<file path="src/design/fhfe_pkg.sv">
package fhfe_pkg;

  // input item: one frame byte and its end marker
  typedef struct packed {
    logic [7:0] data_byte;
    logic       frame_last;
  } in_item_t;

  // result item for one frame byte
  typedef struct packed {
    logic [7:0]  value_byte;
    logic [2:0]  field_code;
    logic        value_valid;
    logic        field_done;
    logic        frame_done;
    logic [31:0] seq_number;
  } out_item_t;

  // field codes of the recognized header tags
  typedef enum logic [2:0] {
    FLD_NONE   = 3'd0,
    FLD_BEGIN  = 3'd1,
    FLD_SEQ    = 3'd2,
    FLD_SENDER = 3'd3,
    FLD_TARGET = 3'd4
  } field_e;

  // per-item controls for the sequence number parser
  typedef struct packed {
    logic start;
    logic take;
    logic clear;
  } seq_ctrl_t;

  localparam logic [7:0]  SohByte      = 8'h01;
  localparam logic [7:0]  EqByte       = 8'h3D;
  localparam logic [7:0]  DigitZero    = 8'h30;
  localparam logic [7:0]  DigitNine    = 8'h39;
  localparam logic [31:0] SeqLimit     = 32'd429496729;
  localparam logic [3:0]  SeqLastDigit = 4'd5;

  localparam logic [31:0] TagBegin  = 32'd8;
  localparam logic [31:0] TagSeq    = 32'd34;
  localparam logic [31:0] TagSender = 32'd49;
  localparam logic [31:0] TagTarget = 32'd56;

  function automatic logic is_digit(input logic [7:0] b);
    is_digit = (b >= DigitZero) && (b <= DigitNine);
  endfunction

  function automatic field_e code_of_tag(input logic [31:0] t);
    case (t)
      TagBegin:  code_of_tag = FLD_BEGIN;
      TagSeq:    code_of_tag = FLD_SEQ;
      TagSender: code_of_tag = FLD_SENDER;
      TagTarget: code_of_tag = FLD_TARGET;
      default:   code_of_tag = FLD_NONE;
    endcase
  endfunction

endpackage

</file>
<file path="src/design/fhfe_seq_parse.sv">
module fhfe_seq_parse (
  input  logic               clk_i,
  input  logic               rst_ni,
  input  fhfe_pkg::seq_ctrl_t ctrl_i,
  input  logic [7:0]         data_i,
  output logic [31:0]        seq_number_o
);
  import fhfe_pkg::*;

  logic [31:0] accum_q, accum_d;
  logic        seen_q, seen_d;
  logic        invalid_q, invalid_d;
  logic        empty_q, empty_d;
  logic [3:0]  digit;

  assign digit = 4'(data_i - DigitZero);

  // next parser state for this item
  always_comb begin
    accum_d   = accum_q;
    seen_d    = seen_q;
    invalid_d = invalid_q;
    empty_d   = empty_q;
    if (ctrl_i.start) begin
      seen_d    = 1'b1;
      empty_d   = 1'b1;
      invalid_d = 1'b0;
      accum_d   = '0;
    end else if (ctrl_i.take) begin
      empty_d = 1'b0;
      if (!invalid_q) begin
        if (!is_digit(data_i)) begin
          invalid_d = 1'b1;
        end else if ((accum_q > SeqLimit) ||
                     ((accum_q == SeqLimit) && (digit > SeqLastDigit))) begin
          invalid_d = 1'b1;
        end else begin
          accum_d = (accum_q << 3) + (accum_q << 1) + {28'd0, digit};
        end
      end
    end
  end

  // number as it stands after this item
  assign seq_number_o = (seen_d && !empty_d && !invalid_d) ? accum_d : '0;

  // parser registers, cleared at frame end
  always_ff @(posedge clk_i or negedge rst_ni) begin
    if (!rst_ni) begin
      accum_q   <= '0;
      seen_q    <= 1'b0;
      invalid_q <= 1'b0;
      empty_q   <= 1'b1;
    end else if (ctrl_i.clear) begin
      accum_q   <= '0;
      seen_q    <= 1'b0;
      invalid_q <= 1'b0;
      empty_q   <= 1'b1;
    end else begin
      accum_q   <= accum_d;
      seen_q    <= seen_d;
      invalid_q <= invalid_d;
      empty_q   <= empty_d;
    end
  end

endmodule

</file>
<file path="src/design/fix_header_field_extractor.sv">
// result: the result of each accepted item is registered in the output register
// throughput: one item per cycle; the next byte is taken while a result waits,
//   as long as the output register is empty or being drained in the same cycle
// reset: asynchronous active low; returns the scanner to the tag phase, clears
//   the sequence number parser and empties the output register
module fix_header_field_extractor (
  input  logic                clk_i,
  input  logic                rst_ni,
  input  logic                in_valid_i,
  output logic                in_ready_o,
  input  fhfe_pkg::in_item_t  in_item_i,
  output logic                out_valid_o,
  input  logic                out_ready_i,
  output fhfe_pkg::out_item_t out_item_o
);
  import fhfe_pkg::*;

  typedef enum logic [1:0] {
    PH_TAG   = 2'd0,
    PH_VALUE = 2'd1,
    PH_SKIP  = 2'd2
  } phase_e;

  phase_e      phase_q, phase_d;
  logic [31:0] tag_q, tag_d;
  logic        tag_ok_q, tag_ok_d;
  field_e      field_q, field_d;
  logic        out_valid_q;
  out_item_t   out_q, out_d, res;
  seq_ctrl_t   seq_ctrl;
  logic [31:0] seq_num;
  logic        accept;
  logic [7:0]  b;
  logic        last;
  logic        restart;

  assign b          = in_item_i.data_byte;
  assign last       = in_item_i.frame_last;
  assign in_ready_o = !out_valid_q || out_ready_i;
  assign accept     = in_valid_i && in_ready_o;

  // byte scanner
  always_comb begin
    phase_d        = phase_q;
    tag_d          = tag_q;
    tag_ok_d       = tag_ok_q;
    field_d        = field_q;
    restart        = 1'b0;
    res            = '0;
    seq_ctrl       = '0;
    unique case (phase_q)
      PH_VALUE: begin
        if (b == SohByte) begin
          res.field_done = (field_q != FLD_NONE);
          res.field_code = field_q;
          restart        = 1'b1;
        end else begin
          if (field_q != FLD_NONE) begin
            res.value_valid = 1'b1;
            res.value_byte  = b;
            res.field_code  = field_q;
            res.field_done  = last;
          end
          seq_ctrl.take = (field_q == FLD_SEQ);
        end
      end
      PH_SKIP: begin
        restart = (b == SohByte);
      end
      default: begin
        if (b == EqByte) begin
          if (tag_ok_q) begin
            field_d        = code_of_tag(tag_q);
            phase_d        = PH_VALUE;
            seq_ctrl.start = (field_d == FLD_SEQ);
            if (last && (field_d != FLD_NONE)) begin
              res.field_done = 1'b1;
              res.field_code = field_d;
            end
          end else begin
            phase_d = PH_SKIP;
          end
        end else if (b == SohByte) begin
          restart = 1'b1;
        end else begin
          if (!is_digit(b)) begin
            tag_ok_d = 1'b0;
          end
          tag_d = (tag_q << 3) + (tag_q << 1) + {24'd0, b} - {24'd0, DigitZero};
        end
      end
    endcase
    // a field ends or the frame ends: back to the tag phase
    if (restart || last) begin
      phase_d  = PH_TAG;
      tag_d    = '0;
      tag_ok_d = 1'b1;
      field_d  = FLD_NONE;
    end
    seq_ctrl.clear  = last;
    res.frame_done  = last;
    seq_ctrl.start  = seq_ctrl.start && accept;
    seq_ctrl.take   = seq_ctrl.take && accept;
    seq_ctrl.clear  = seq_ctrl.clear && accept;
  end

  fhfe_seq_parse u_seq_parse (
    .clk_i        (clk_i),
    .rst_ni       (rst_ni),
    .ctrl_i       (seq_ctrl),
    .data_i       (b),
    .seq_number_o (seq_num)
  );

  // result with the sequence number on the frame's last byte
  always_comb begin
    out_d            = res;
    out_d.seq_number = last ? seq_num : '0;
  end

  // scanner state and output register
  always_ff @(posedge clk_i or negedge rst_ni) begin
    if (!rst_ni) begin
      phase_q     <= PH_TAG;
      tag_q       <= '0;
      tag_ok_q    <= 1'b1;
      field_q     <= FLD_NONE;
      out_valid_q <= 1'b0;
      out_q       <= '0;
    end else begin
      if (accept) begin
        phase_q  <= phase_d;
        tag_q    <= tag_d;
        tag_ok_q <= tag_ok_d;
        field_q  <= field_d;
        out_q    <= out_d;
      end
      if (accept) begin
        out_valid_q <= 1'b1;
      end else if (out_ready_i) begin
        out_valid_q <= 1'b0;
      end
    end
  end

  assign out_valid_o = out_valid_q;
  assign out_item_o  = out_q;

  // assertions
  a_seq_only_at_end: assert property (@(posedge clk_i) disable iff (!rst_ni)
    out_valid_o && !out_item_o.frame_done |-> out_item_o.seq_number == '0)
    else $error("sequence number outside frame end");

  a_code_with_flag: assert property (@(posedge clk_i) disable iff (!rst_ni)
    out_valid_o && (out_item_o.value_valid || out_item_o.field_done)
      |-> out_item_o.field_code != FLD_NONE)
    else $error("field flag without field code");

  a_frame_end_restart: assert property (@(posedge clk_i) disable iff (!rst_ni)
    accept && last |=> phase_q == PH_TAG && field_q == FLD_NONE && tag_q == '0)
    else $error("scanner not restarted after frame end");

  a_stall_holds: assert property (@(posedge clk_i) disable iff (!rst_ni)
    out_valid_o && !out_ready_i |=> out_valid_o && $stable(out_item_o))
    else $error("stalled item changed");

endmodule
</file>
<file path="config.mk">
export PLATFORM = sky130hd
export DESIGN_NAME = fix_header_field_extractor
export DESIGN_NICKNAME = d
export VERILOG_FILES = /design/src/design/fhfe_pkg.sv /design/src/design/fhfe_seq_parse.sv /design/src/design/fix_header_field_extractor.sv
export SDC_FILE = /design/constraint.sdc
export NUM_CORES = 1
export LEC_CHECK = 0
export ABC_AREA = 1
export BUFFER_PORTS_ARGS = -buffer_cell sky130_fd_sc_hd__buf_2
export CORE_ASPECT_RATIO = 1.1
export CORE_UTILIZATION = 57
export CTS_CLUSTER_SIZE = 12
export DETAILED_ROUTE_END_ITERATION = 8
export PLACE_DENSITY_LB_ADDON = 0.12
export SYNTH_ARGS = -nofsm -noshare
export SYNTH_HDL_FRONTEND = slang
export SYNTH_SLANG_ARGS = --single-unit
</file>
<file path="constraint.sdc">
create_clock -name clk_i -period 3.3 [get_ports clk_i]
set_clock_uncertainty 0.15 [all_clocks]
set_input_delay 0.66 -clock clk_i [delete_from_list [all_inputs] [get_ports clk_i]]
set_output_delay 0.66 -clock clk_i [all_outputs]
set_load 0.005 [all_outputs]
</file>
* After elaboration in Yosys (flattened, before gate mapping)
Cells that the tools add are included.
** Cells by class
- Bitwise logic cells :: 0
- Muxes and demuxes :: 65
- Div/mod/pow operators :: 0
- Add/subtract/negate cells :: 6
- Eq/ne operators :: 15
- Reduce and logical (&&, ||, !) cells :: 25
- Multiply operators :: 0
- Shift-type cells :: 0
- $lt $le $gt $ge :: 4
** Operators by type and width (count)
- $mux W32 :: 12
- $eq A32 B6 Y1 const B :: 3
- $add A32 B32 Y32 :: 2
- $mux W3 :: 11
- $add A32 B4 Y32 :: 1
- $add A32 B8 Y32 :: 1
- $eq A32 B29 Y1 const B :: 1
- $eq A32 B4 Y1 const B :: 1
- $gt A32 B29 Y1 const B :: 1
- $sub A32 B6 Y32 const B :: 1
- $mux W1 :: 31
- $mux W8 :: 2
- $mux W13 :: 1
- $pmux W3 S4 :: 1
- $logic_and A1 B1 Y1 :: 9
- $eq A8 B1 Y1 const B :: 1
- $eq A8 B6 Y1 const B :: 1
- $ge A8 B6 Y1 const B :: 1
- $le A8 B6 Y1 const B :: 1
- $mux W2 :: 4
- $ne A2 B1 Y1 const B :: 4
- $reduce_and A4 Y1 :: 2
- $eq A3 B2 Y1 const B :: 2
- $pmux W3 S2 :: 1
- 12 further kinds :: 20
** Word-level totals
- Input port bits :: 13
- Memories :: 0
- Bits in read-only memories :: 0
- Register bits after elaboration :: 120
- Output and inout bits :: 48
- Latch bits :: 0
- RAM bits :: 0

* Logic depth before layout (Yosys ltp)
Gate-level depths: netlist of run 1.
- Depth after elaboration :: 16
- Depth in mapped cells :: 19

* By module
A second synthesis of run 1 with hierarchy kept.
** Unflattened totals
- Cells, all modules :: 1688
- Area, all modules :: 11382.2 um2
** By module, submodules not included
- fix_header_field_extractor :: area an instance 6777.8 um2, cells each 941, seq. area each 2128.3 um2, instances 1
- fhfe_seq_parse :: area an instance 4604.4 um2, cells each 747, seq. area each 877.1 um2, instances 1

* Worst setup path after synthesis of run 1
OpenSTA, ideal clock, no wires.
- Path kind :: input to register
- Start :: input port in_item_i[4] (netlist bit)
- End :: register tag_q[29]
- Slack :: 0.107 ns
- Cell stages on the path :: 12
- Required time :: 3.018 ns
- Path buffers :: 0
- Library setup time :: 0.132 ns
- Arrival :: 2.911 ns
- Cell sequence :: fa_1 fa_1 inv_1 fa_1 inv_1 a21oi_1 o21ai_0 nand3_1 nand3_1 nand2_1 nand3_1 o21ai_0
** Between the ends
- Word-level cells in the longest chain between the ends :: 7
** RTL lines
- start, declared :: RTL line fix_header_field_extractor.sv:11 : input fhfe_pkg::in_item_t in_item_i,
- parallel branches: the longest is 7 deep, another holds $add A32 B8 Y32
- end signal, assigned :: RTL line fix_header_field_extractor.sv:133 : tag_q <= tag_d;
- end, declared :: RTL line fix_header_field_extractor.sv:25 : logic [31:0] tag_q, tag_d;
Several ways; the timed one is not identified. The select of a mux whose other input is x is not followed.
A chain may end at the register's enable or synchronous reset.

* Worst setup path after layout of run 1
- Start :: register tag_q[2]
- End :: register tag_q[16]
** Between the ends
- Word-level cells in the longest chain between the ends :: 7
** RTL lines
- $add A32 B32 Y32 :: RTL line fix_header_field_extractor.sv:89 : tag_d = (tag_q << 3) + (tag_q << 1) + {24'd0, b} - {24'd0, DigitZero};
- $add A32 B8 Y32 :: RTL line fix_header_field_extractor.sv:89
- $sub A32 B6 Y32 :: RTL line fix_header_field_extractor.sv:89
- $mux W32 :: RTL line fix_header_field_extractor.sv:83 : end else if (b == SohByte) begin
- $mux W32 :: RTL line fix_header_field_extractor.sv:71 : if (b == EqByte) begin
- $mux W32 :: RTL line fix_header_field_extractor.sv:51 : unique case (phase_q)
- $mux W32 :: RTL line fix_header_field_extractor.sv:94 : if (restart || last) begin
Every way passes these cells. The select of a mux whose other input is x is not followed.

==> results.cfg, run 1 <==
[finish]
layout.cells.most_common = sky130_fd_sc_hd__nand2_1
finalNetCount = 1812
antenna_cells_inserted = 0
flow.area_growth_from_synthesis_pct = 12.80
layout_cells_sized_above_1_pct = 13.66
utilization_pct = 66.02
layout.cells.most_common_list = sky130_fd_sc_hd__nand2_1, sky130_fd_sc_hd__inv_1, sky130_fd_sc_hd__nor2_1
final.fill_count = 1710

[die]
die_area_sq_mm = 0.01960
initial_core_util_pct = 58.53
die_h_microns = 146.7
fp-row-count = 52
coreArea_sq_mm = 0.01854
ioPinCount = 61
die-width_microns = 133.6

[pwr]
vdd_ir_drop_max_mv = 1.033
static-leakage-power_nw = 7.039
powerDensity_mw_per_mm2 = 875.6

[cts]
tritoncts = done
cts-buffers-inserted = 17
cts_max_level = 4
insertion_delay_ns = 0.42
cts.clk_slew.worst_paths_ns = 0.06
cts-root-buf = sky130_fd_sc_hd__clkbuf_16
clock_sinks = 120
clk_path_buf_depth = 2

[global_routing]
grt_start_max_net_pins = 121
grt_pass1_wl_microns = 48230
global_route.usage.total_pct = 30.94
grt_overflow_total = 0
grt_pass1_vias = 10190
grt_antenna_before_repair = 0

[route]
final_antenna_net_count = 0
detailedRoute.firstPassIterationCount = 9
drt-vias-per-instance = 5.354
drc_errors = 0
drtIter0Drc = 571
dr_total_vias = 10200
routed_wl_microns = 28660
wl_per_cell_microns = 15.05

[worst_setup_path]
max_stage_delay_ns = 0.52
r2r_cells = 13
reg2reg_slack_ns = 0.14
worstSetupStartpointType = flop
rr_endpoint = tag_q[16]
worstSetupEndpointType = flop
worstPathMaxFanout = 4
critical_path.cell_chain = fa_2 -> fa_1 -> buf_4 -> ha_1 -> nand2_1 -> nor2_1 -> nand2_1 -> o211ai_1 -> buf_4 -> a31oi_1 -> a21oi_1 -> o21ai_0 -> o21ai_0
cp_data_arrival_time_ns = 3.30
critPathSlowestCell = sky130_fd_sc_hd__fa_1
timing.rr.start = tag_q[2]
worst-endpoint-required_ns = 3.44
setup.worst_path.class = reg2reg

[timing]
setup_violations = 0
setup_ws_ns = 0.1364
slew_headroom_pct = 52.92
timing_max_transition_violations_final = 0
layout_worst_path_cycle_share_pct = 95.87
rsz0062_at_grt = true
final_period_minus_worst_setup_slack_ns = 3.164
max_clock_freq_mhz = 316.1
timing_worst_slew_pin_value_ns = 0.7061
final_hold_vio_count = 0

[place]
hpwl_microns = 22710
gp_routability_congestion = 0.9377
dp_slack_ns = -0.3272
io_buffer_count = 60

[run]
timing.max_cap.violations = 0

[synth]
post_synth_inst_count = 1549
postSynth.asyncResetShare_pct = 100.0
synth_area_sq_mm = 0.01085
ys_seq_area_share_pct = 27.69
syn_nets = 1711
synth-edff-count = 0
post_synth.cell_area_avg_sq_um = 7.006
synth-seq-cells = 120
predominant_post_synthesis_flop_cell = sky130_fd_sc_hd__dfrtp_1
yosysWarnings = 0
synthDistinctLibCells = 48

[min_path]
min_delay_path_class = in2async

[outcome]
run_status = completed
==> timing repair <==
item,CTS,global route
setup endpoints to repair,0,17
hold buffers,0,0
setup buffers,0,4
gates resized for setup,0,12
==> critical path: cells and delay by family, from the launching register on <==
family | cells | cell delay (ns)
adder cells (fa/ha/maj) | 3 | 1.17
AND/OR/NAND/NOR | 3 | 0.15
AO/OA/AOI/OAI | 5 | 0.74
buffers and inverters | 2 | 0.37
flip-flops | 1 | 0.44
==> worst max path at each step <==
stage | startpoint | to | slack (ns) | depth (start not counted)
after global placement | in_item_i[4] | tag_q[30] | -0.28 | 13
after CTS | tag_q[0] | tag_q[30] | 0.02 | 13
after floorplan | in_item_i[4] | tag_q[29] | 0.11 | 12
final | tag_q[2] | tag_q[16] | 0.14 | 13
after detailed placement | in_item_i[4] | tag_q[30] | -0.33 | 14
after global routing | tag_q[2] | tag_q[29] | -0.01 | 14
==> power breakdown <==
| part | leakage (nW) | internal (mW) | total (mW) | switching [mW] |
|---|---|---|---|---|
| logic | 5.14 | 2.74 | 7.15 | 4.41 |
| clock network | 0.275 | 1.12 | 1.83 | 0.710 |
| registers | 1.62 | 1.64 | 1.74 | 0.0940 |
==> cells in the mapped netlist (3+ instances only) <==
library cell	instances	share of area, %
sky130_fd_sc_hd__nand2_1	412	14
sky130_fd_sc_hd__inv_1	262	9.1
sky130_fd_sc_hd__nor2_1	150	5.2
sky130_fd_sc_hd__ha_1	141	16
sky130_fd_sc_hd__dfrtp_1	118	27
sky130_fd_sc_hd__a21oi_1	70	3.2
sky130_fd_sc_hd__nand3_1	67	3.1
sky130_fd_sc_hd__o21ai_0	63	2.9
sky130_fd_sc_hd__nand4_1	34	2.0
sky130_fd_sc_hd__nor3_1	25	1.2
sky130_fd_sc_hd__o21ai_2	21	1.7
sky130_fd_sc_hd__o21ai_1	16	0.74
sky130_fd_sc_hd__o22ai_1	15	0.86
sky130_fd_sc_hd__xor2_1	15	1.2
sky130_fd_sc_hd__inv_2	14	0.48
sky130_fd_sc_hd__nor2_2	13	0.75
sky130_fd_sc_hd__nand2_2	11	0.63
sky130_fd_sc_hd__xnor2_1	9	0.73
sky130_fd_sc_hd__fa_1	8	1.5
sky130_fd_sc_hd__o21bai_1	8	0.55
sky130_fd_sc_hd__buf_6	7	0.73
sky130_fd_sc_hd__clkbuf_1	7	0.24
sky130_fd_sc_hd__nand3b_1	6	0.42
sky130_fd_sc_hd__a21o_1	5	0.35
sky130_fd_sc_hd__and2_1	5	0.29
sky130_fd_sc_hd__buf_2	4	0.18
sky130_fd_sc_hd__nor2_4	4	0.42
sky130_fd_sc_hd__nor3_2	4	0.37
sky130_fd_sc_hd__o21a_1	4	0.28
sky130_fd_sc_hd__a31oi_1	3	0.17
==> logic make-up after synthesis <==
logic type,count (synthesis),synth area share [%]
compound gates,215,11.71
xor+xnor,24,1.937
fa+ha+maj,149,17.73
buf+inv,297,11.01
flops,120,27.69
simple gates,744,29.92
==> flip-flops by register name, summed over array words and instances, names as in the netlist <==
register and flops:
u_seq_parse.accum_q 32, u_seq_parse.invalid_q 1, phase_q 2, tag_ok_q 1, out_item_o 46, u_seq_parse.empty_q 1
u_seq_parse.seen_q 1, field_q 3, tag_q 32, out_valid_o 1
==> final cells by class <==
type / count / area (sq um) / area share (%)
Multi-Input combinational cell: 1132 / 6684 / 54.60
Sequential cell: 120 / 3008 / 24.57
Inverter: 276 / 1036 / 8.463
Timing Repair Buffer: 103 / 638.1 / 5.213
Clock buffer: 19 / 442.9 / 3.618
Tap cell: 243 / 304.0 / 2.484
Clock inverter: 12 / 128.9 / 1.053
==> metal layers <==
layer / track usage [%] / vias to the layer above / routed length, microns
li1: - / 5181 / -
met1: 36.08 / 4740 / 12000
met2: 56.17 / 209 / 14550
met3: 3.451 / 69 / 899
met4: 14.89 / 0 / 1208
met5: 0 / - / 0
==> stage by stage <==
stage	hold WS [ns]	cell area (sq um)	power (mW)	std cells	setup TNS [ns]
2_1_floorplan	0.2144	10850	6.632	1549	0
3_3_place_gp	0.3096	11610	8.534	1870	-3.510
3_5_place_dp	0.3108	11610	8.639	1870	-5.091
4_1_cts	0.2236	12180	10.53	1901	0
5_1_grt	0.2492	12240	11.76	1905	-0.02063
6_report	0.1474	12240	10.72	1905	0
Power figures use the tool's default switching activity.
==> run 2: changes to the inputs <==
Settings changed: SYNTH_HIERARCHICAL from default to 1.
==> run 2 against run 1 <==
  * Sequential share of layout area decreased by 1.2 points
  * Via count increased by 6.2%
  * Synthesized area grew 4.9%
  * Register-to-register slack improved by 0.12 ns
  * Clock-buffer cell count decreased by 1
  * Global-route usage up 0.51 points
  * Final cell count grew 7.8%
  * Critical endpoint is now out_item_o[18]
  * Fmax is 4.0% higher
  * Combinational power is 16% lower
  * Critical path depth unchanged
  * Synthesized cell count rose by 9.0%
==> results.cfg, run 2 <==
[outcome]
run_status = completed

[synth]
post_synth_inst_count = 1688
post-synth-top-area-fraction_pct = 25.94
postSynth.asyncResetShare_pct = 100.0
synth-edff-count = 0
ys_seq_area_share_pct = 26.40
synth.largest_area_cell = sky130_fd_sc_hd__dfrtp_1
synth_area_sq_mm = 0.01138
synthDistinctLibCells = 45
post_synth_most_frequent_cells = sky130_fd_sc_hd__nand2_1, sky130_fd_sc_hd__inv_1, sky130_fd_sc_hd__nor2_1, sky130_fd_sc_hd__ha_1, sky130_fd_sc_hd__dfrtp_1
largest_cells_by_area_after_synthesis = sky130_fd_sc_hd__dfrtp_1, sky130_fd_sc_hd__nand2_1, sky130_fd_sc_hd__ha_1, sky130_fd_sc_hd__inv_1, sky130_fd_sc_hd__nor2_1
syn_nets = 1850
synthMostInstantiatedCell = sky130_fd_sc_hd__nand2_1
post_synth.cell_area_avg_sq_um = 6.743
synth-seq-cells = 120
predominant_post_synthesis_flop_cell = sky130_fd_sc_hd__dfrtp_1
yosysWarnings = 6

[pwr]
static-leakage-power_nw = 7.465
power.sequential.fraction_pct = 17.7
vdd_ir_drop_max_mv = 0.8722
powerDensity_mw_per_mm2 = 749.4
share_comb_of_total_power_pct = 62.4
power_switching_mw = 4.737
clockPowerShare_pct = 19.9
swShare_pct = 49.22
cell_internal_power_dissipation_mw = 4.888

[die]
fp-row-count = 53
coreArea_sq_mm = 0.01936
die-width_microns = 136.7
ioPinCount = 61
die_area_sq_mm = 0.02054
die_h_microns = 150.2
initial_core_util_pct = 58.78

[cts]
clock_sinks = 120
cts.repair_timing.setup_buffer_count = 0
cts.clk_slew.worst_paths_ns = 0.06
clk_path_buf_depth = 2
post_cts.resized_instances = 0
cts_hold_buffers = 0
cts-root-buf = sky130_fd_sc_hd__clkbuf_16
tritoncts = done
insertion_delay_ns = 0.43
cts-buffers-inserted = 17
cts_max_level = 4

[timing]
timing_max_transition_violations_final = 0
slew_headroom_pct = 60.75
setup_violations = 0
timing_worst_slew_pin_value_ns = 0.5887
hold-worst-slack_ns = 0.08843
final_period_minus_worst_setup_slack_ns = 3.042
final_hold_vio_count = 0
fin_setup_tns_ns = 0
setup_ws_ns = 0.2581
max_clock_freq_mhz = 328.7
layout_worst_path_cycle_share_pct = 92.18
rsz0062_at_grt = false

[finish]
utilization_pct = 66.33
layout_cells_sized_above_1_pct = 11.57
antenna_cells_inserted = 0
postLayoutCellArea_sq_mm = 0.01284
largest_register_ff_count = 46
layout.cells.most_common = sky130_fd_sc_hd__nand2_1
layout.cells.most_common_list = sky130_fd_sc_hd__nand2_1, sky130_fd_sc_hd__inv_1, sky130_fd_sc_hd__nor2_1
finalNetCount = 1955
flow.area_growth_from_synthesis_pct = 12.84

[worst_setup_path]
setup.worst_path.class = reg2reg
critical_path.cell_chain = inv_1 -> fa_1 -> inv_1 -> fa_1 -> nand3_1 -> nand3_1 -> nand2_1 -> nand3_1 -> a21oi_1 -> xnor2_1 -> o21ai_0 -> nor2_1 -> a22o_1
timing.critical_path.mode_cell = sky130_fd_sc_hd__nand3_1
worstSetupStartpointType = flop
max_stage_delay_ns = 0.51
cp_data_arrival_time_ns = 3.20
critPathSlowestCell = sky130_fd_sc_hd__fa_1
critical_path.startpoint = u_seq_parse/accum_q[0]
worst-endpoint-required_ns = 3.45
worstSetupEndpointType = flop
worstPathMaxFanout = 4
timing.rr.start = u_seq_parse/accum_q[0]

[place]
dp_slack_ns = -0.1499
io_buffer_count = 60
placedInstanceArea_sq_mm = 0.01224
hpwl_microns = 24200
gp_routability_congestion = 0.9475

[global_routing]
grt_pass1_vias = 10880
grt_pass1_wl_microns = 50580
global_route.usage.total_pct = 31.46
grt_overflow_total = 0
grt_start_max_net_pins = 46
grt_antenna_before_repair = 0

[route]
dr_total_vias = 10830
final_antenna_net_count = 0
drc_errors = 0
drtIter0Drc = 517
drt-vias-per-instance = 5.275
detailedRoute.firstPassIterationCount = 5
wl_per_cell_microns = 14.75
routed_wl_microns = 30290

[min_path]
min_delay_path_class = in2async

[run]
timing.max_cap.violations = 0
run 2: kinds of logic after synthesis:
family	synth area share (%)
buf+inv	11.93
simple gates	33.07
fa+ha+maj	16.91
flops	26.40
xor+xnor	2.308
compound gates	9.388
run 2: power groups by stage:
stage	registers (mW)	clock network [mW]	logic, mW
finish	1.70	1.92	6.01
global route	1.72	2.01	6.92
CTS	1.70	1.95	5.98
detailed placement	1.73	0	5.96
global placement	1.72	0	5.85
floorplan	1.70	0	4.43
run 2: critical path: cells and delay by family (launching register included):
family / cells / cell delay (ns)
fa+ha+maj: 2 / 0.97
compound gates: 3 / 0.68
simple gates: 5 / 0.53
flops: 1 / 0.36
buf+inv: 2 / 0.16
xor+xnor: 1 / 0.09
run 2: cell type report:
class | instances | area, sq um
multi-input combinational | 1231 | 7036
tap | 247 | 309.0
clock inverter | 14 | 163.9
sequential | 120 | 3005
clock buffer | 18 | 439.2
fill | 1794 | 6520
inverter | 315 | 1190
timing repair buffer | 108 | 700.7
run 2: metal layers:
| metal | vias to the layer above | GRT usage, % | wire length [microns] |
|---|---|---|---|
| li1 | 5530 | - | - |
| met1 | 5014 | 35.08 | 12580 |
| met2 | 224 | 59.47 | 15820 |
| met3 | 61 | 4.512 | 977 |
| met4 | 0 | 12.06 | 908 |
| met5 | - | 0 | 0 |
run 2: metrics by stage:
step                      std cells  power [mW]
after floorplan                1688       6.122
after global placement         2021       7.574
after detailed placement       2021       7.682
after CTS                      2053       9.629
after global routing           2053       10.65
final                          2053       9.625
run 2: path summary, 6_finish.rpt:
check | end | slack [ns] | cells after the start
max | out_item_o[18] | 0.26 | 13
min | u_seq_parse/accum_q[9] | 0.09 | 1
min reg2reg | out_item_o[44] | 0.33 | 2
max reg2reg | out_item_o[18] | 0.26 | 13
max in group asynchronous | tag_ok_q | 2.13 | 2
min in group clk_i | out_item_o[44] | 0.33 | 2
==> run 3: changes to the inputs <==
Settings changed: CORE_ASPECT_RATIO 1.1 to default, CORE_MARGIN from default to 8, MAX_ROUTING_LAYER from default to met4.
==> run 3 against run 2 <==
  * Non-clock buffer count fell by 3
  * Sequential power about the same
  * Setup slack worse by 0.078 ns
  * Cell area hardly changed
  * Hold slack worse by 0.063 ns
  * Sequential share of layout area about the same
  * Total power rose by 0.39%
  * Fmax shrank 2.5%
  * Register-to-register slack got worse by 0.08 ns
  * Combinational power about the same
  * Core utilization shrank 0.58 points
  * Wire length grew 3.8%
  * Critical path type unchanged
  * Highest routed layer unchanged
==> results.cfg, run 3 (synthesis gave the netlist of run 2 again) <==
[worst_setup_path]
r2r_cells = 17
timing.rr.start = tag_q[0]
path_delay_family = adder cells
critical_path.cell_chain = inv_1 -> fa_1 -> inv_1 -> ha_1 -> ha_1 -> inv_1 -> fa_1 -> inv_1 -> nand3_1 -> nand3_2 -> nand2_1 -> nand3_1 -> nand2_1 -> nand2_1 -> nand2_1 -> nand3_2 -> nand2_1
worstPathMaxFanout = 5
critPathSlowestCell = sky130_fd_sc_hd__fa_1
worst-endpoint-required_ns = 3.47
reg2reg_slack_ns = 0.18
timing.critical_path.mode_cell = sky130_fd_sc_hd__nand2_1
setup.worst_path.class = reg2reg
max_stage_delay_ns = 0.50
cp_data_arrival_time_ns = 3.29
timing.critical_path.buf_inv = 4
worstSetupStartpointType = flop
worstSetupEndpointType = flop
rr_endpoint = tag_q[31]

[global_routing]
grt_pass1_wl_microns = 52700
grt_overflow_total = 0
grt_start_max_net_pins = 37
grt_antenna_before_repair = 0
grt_pass1_vias = 11120
globalRouteMet3Util_pct = 4.277
grt.busiest_layer = met2
groute.layer.met1.usage_pct = 32.05
global_route.usage.met2_pct = 46.94
global_route.usage.total_pct = 27.43

[pwr]
static-leakage-power_nw = 7.460
powerDensity_mw_per_mm2 = 752.7
vdd_ir_drop_max_mv = 0.8563

[timing]
final_hold_vio_count = 0
setup_ws_ns = 0.1804
max_clock_freq_mhz = 320.6
slew_headroom_pct = 68.37
setup_violations = 0
layout_worst_path_cycle_share_pct = 94.53
timing_worst_slew_pin_value_ns = 0.4745
final_period_minus_worst_setup_slack_ns = 3.120
rsz0062_at_grt = false
timing_max_transition_violations_final = 0
fin_setup_tns_ns = 0

[cts]
tritoncts = done
cts_max_level = 4
clk_path_buf_depth = 2
cts.clk_slew.worst_paths_ns = 0.06
clock_sinks = 120
cts-buffers-inserted = 17
cts-root-buf = sky130_fd_sc_hd__clkbuf_16
insertion_delay_ns = 0.43

[route]
dr_total_vias = 11000
drt-vias-per-instance = 5.321
wl_per_cell_microns = 15.20
drtIter0Drc = 666
detailedRoute.firstPassIterationCount = 6
final_antenna_net_count = 0
routed_wl_microns = 31430
drc_errors = 0

[min_path]
min_delay_path_class = in2async

[finish]
layout.cells.most_common_list = sky130_fd_sc_hd__nand2_1, sky130_fd_sc_hd__inv_1, sky130_fd_sc_hd__nor2_1
post_layout_nonfiller_instances = 2067
layout_cells_sized_above_1_pct = 11.38
largest_register_ff_count = 46
postLayoutCellArea_sq_mm = 0.01284
utilization_pct = 65.74
finalNetCount = 1952
antenna_cells_inserted = 0
flow.area_growth_from_synthesis_pct = 12.78
layout.cells.most_common = sky130_fd_sc_hd__nand2_1

[place]
placedInstanceArea_sq_mm = 0.01222
dp_slack_ns = -0.1988
hpwl_microns = 24830
io_buffer_count = 60
gp_routability_congestion = 0.9632
dp.cells = 2036

[run]
timing.max_cap.violations = 0

[die]
die_area_sq_mm = 0.02475
die_h_microns = 157.3
ioPinCount = 61
coreArea_sq_mm = 0.01953
initial_core_util_pct = 58.29
die-width_microns = 157.3
fp-row-count = 51

[outcome]
run_status = completed
[run 3: cell count changes in the layout (fill, tap and decap cells not counted)]
cell,before,now
sky130_fd_sc_hd__buf_4,46,44
sky130_fd_sc_hd__clkinv_2,0,2
sky130_fd_sc_hd__clkinvlp_4,3,0
sky130_fd_sc_hd__inv_8,1,0
sky130_fd_sc_hd__inv_6,6,4
sky130_fd_sc_hd__bufinv_16,2,3
sky130_fd_sc_hd__o21ai_1,13,14
sky130_fd_sc_hd__o21ai_0,24,23
sky130_fd_sc_hd__clkinv_4,3,5
sky130_fd_sc_hd__buf_12,3,2
[run 3: area by class of cell]
cell class                      count  area (sq um)
Multi-Input combinational cell   1231          7036
Fill cell                        1872          6689
Sequential cell                   120          3005
Inverter                          315          1190
Timing Repair Buffer              105         665.6
Clock buffer                       18         439.2
Tap cell                          265         331.6
Clock inverter                     13         170.2
[run 3: worst max path at each step]
stage,from,end,slack [ns],cells after the start
after floorplan,out_ready_i,out_item_o[16],0.11,12
after global placement,in_item_i[4],tag_q[31],-0.17,18
after detailed placement,in_item_i[4],tag_q[31],-0.20,18
after CTS,tag_q[0],tag_q[31],0.16,17
after global routing,tag_q[0],tag_q[19],0.03,17
final,tag_q[0],tag_q[31],0.18,17
[run 3: per-stage QoR]
stage	hold slack (ns)	total power [mW]
3_5_place_dp	0.3185	7.613
2_1_floorplan	0.2144	6.122
6_report	0.02553	9.663
3_3_place_gp	0.3110	7.501
5_1_grt	0.05312	10.62
4_1_cts	0.03488	9.627
[run 3: timing repair]
action / 4_1_cts / 5_1_grt
resized for setup: 0 / 2
endpoints found under the setup margin: 0 / 5
hold buffers: 0 / 0
setup buffers: 0 / 0
[run 3: per-layer routing]
layer	up-vias	wire length, microns	share of wire, %
li1	5530	-	-
met1	5102	13580	43
met2	299	15510	49
met3	68	1441	4.6
met4	0	896	2.9
met5	-	0	0
[run 3: power breakdown]
group	leakage, nW	internal [mW]	total [mW]	switching, mW
Sequential	1.64	1.60	1.71	0.104
Combinational	5.52	2.09	5.98	3.89
Clock	0.301	1.21	1.97	0.759
Total	7.46	4.91	9.66	4.76
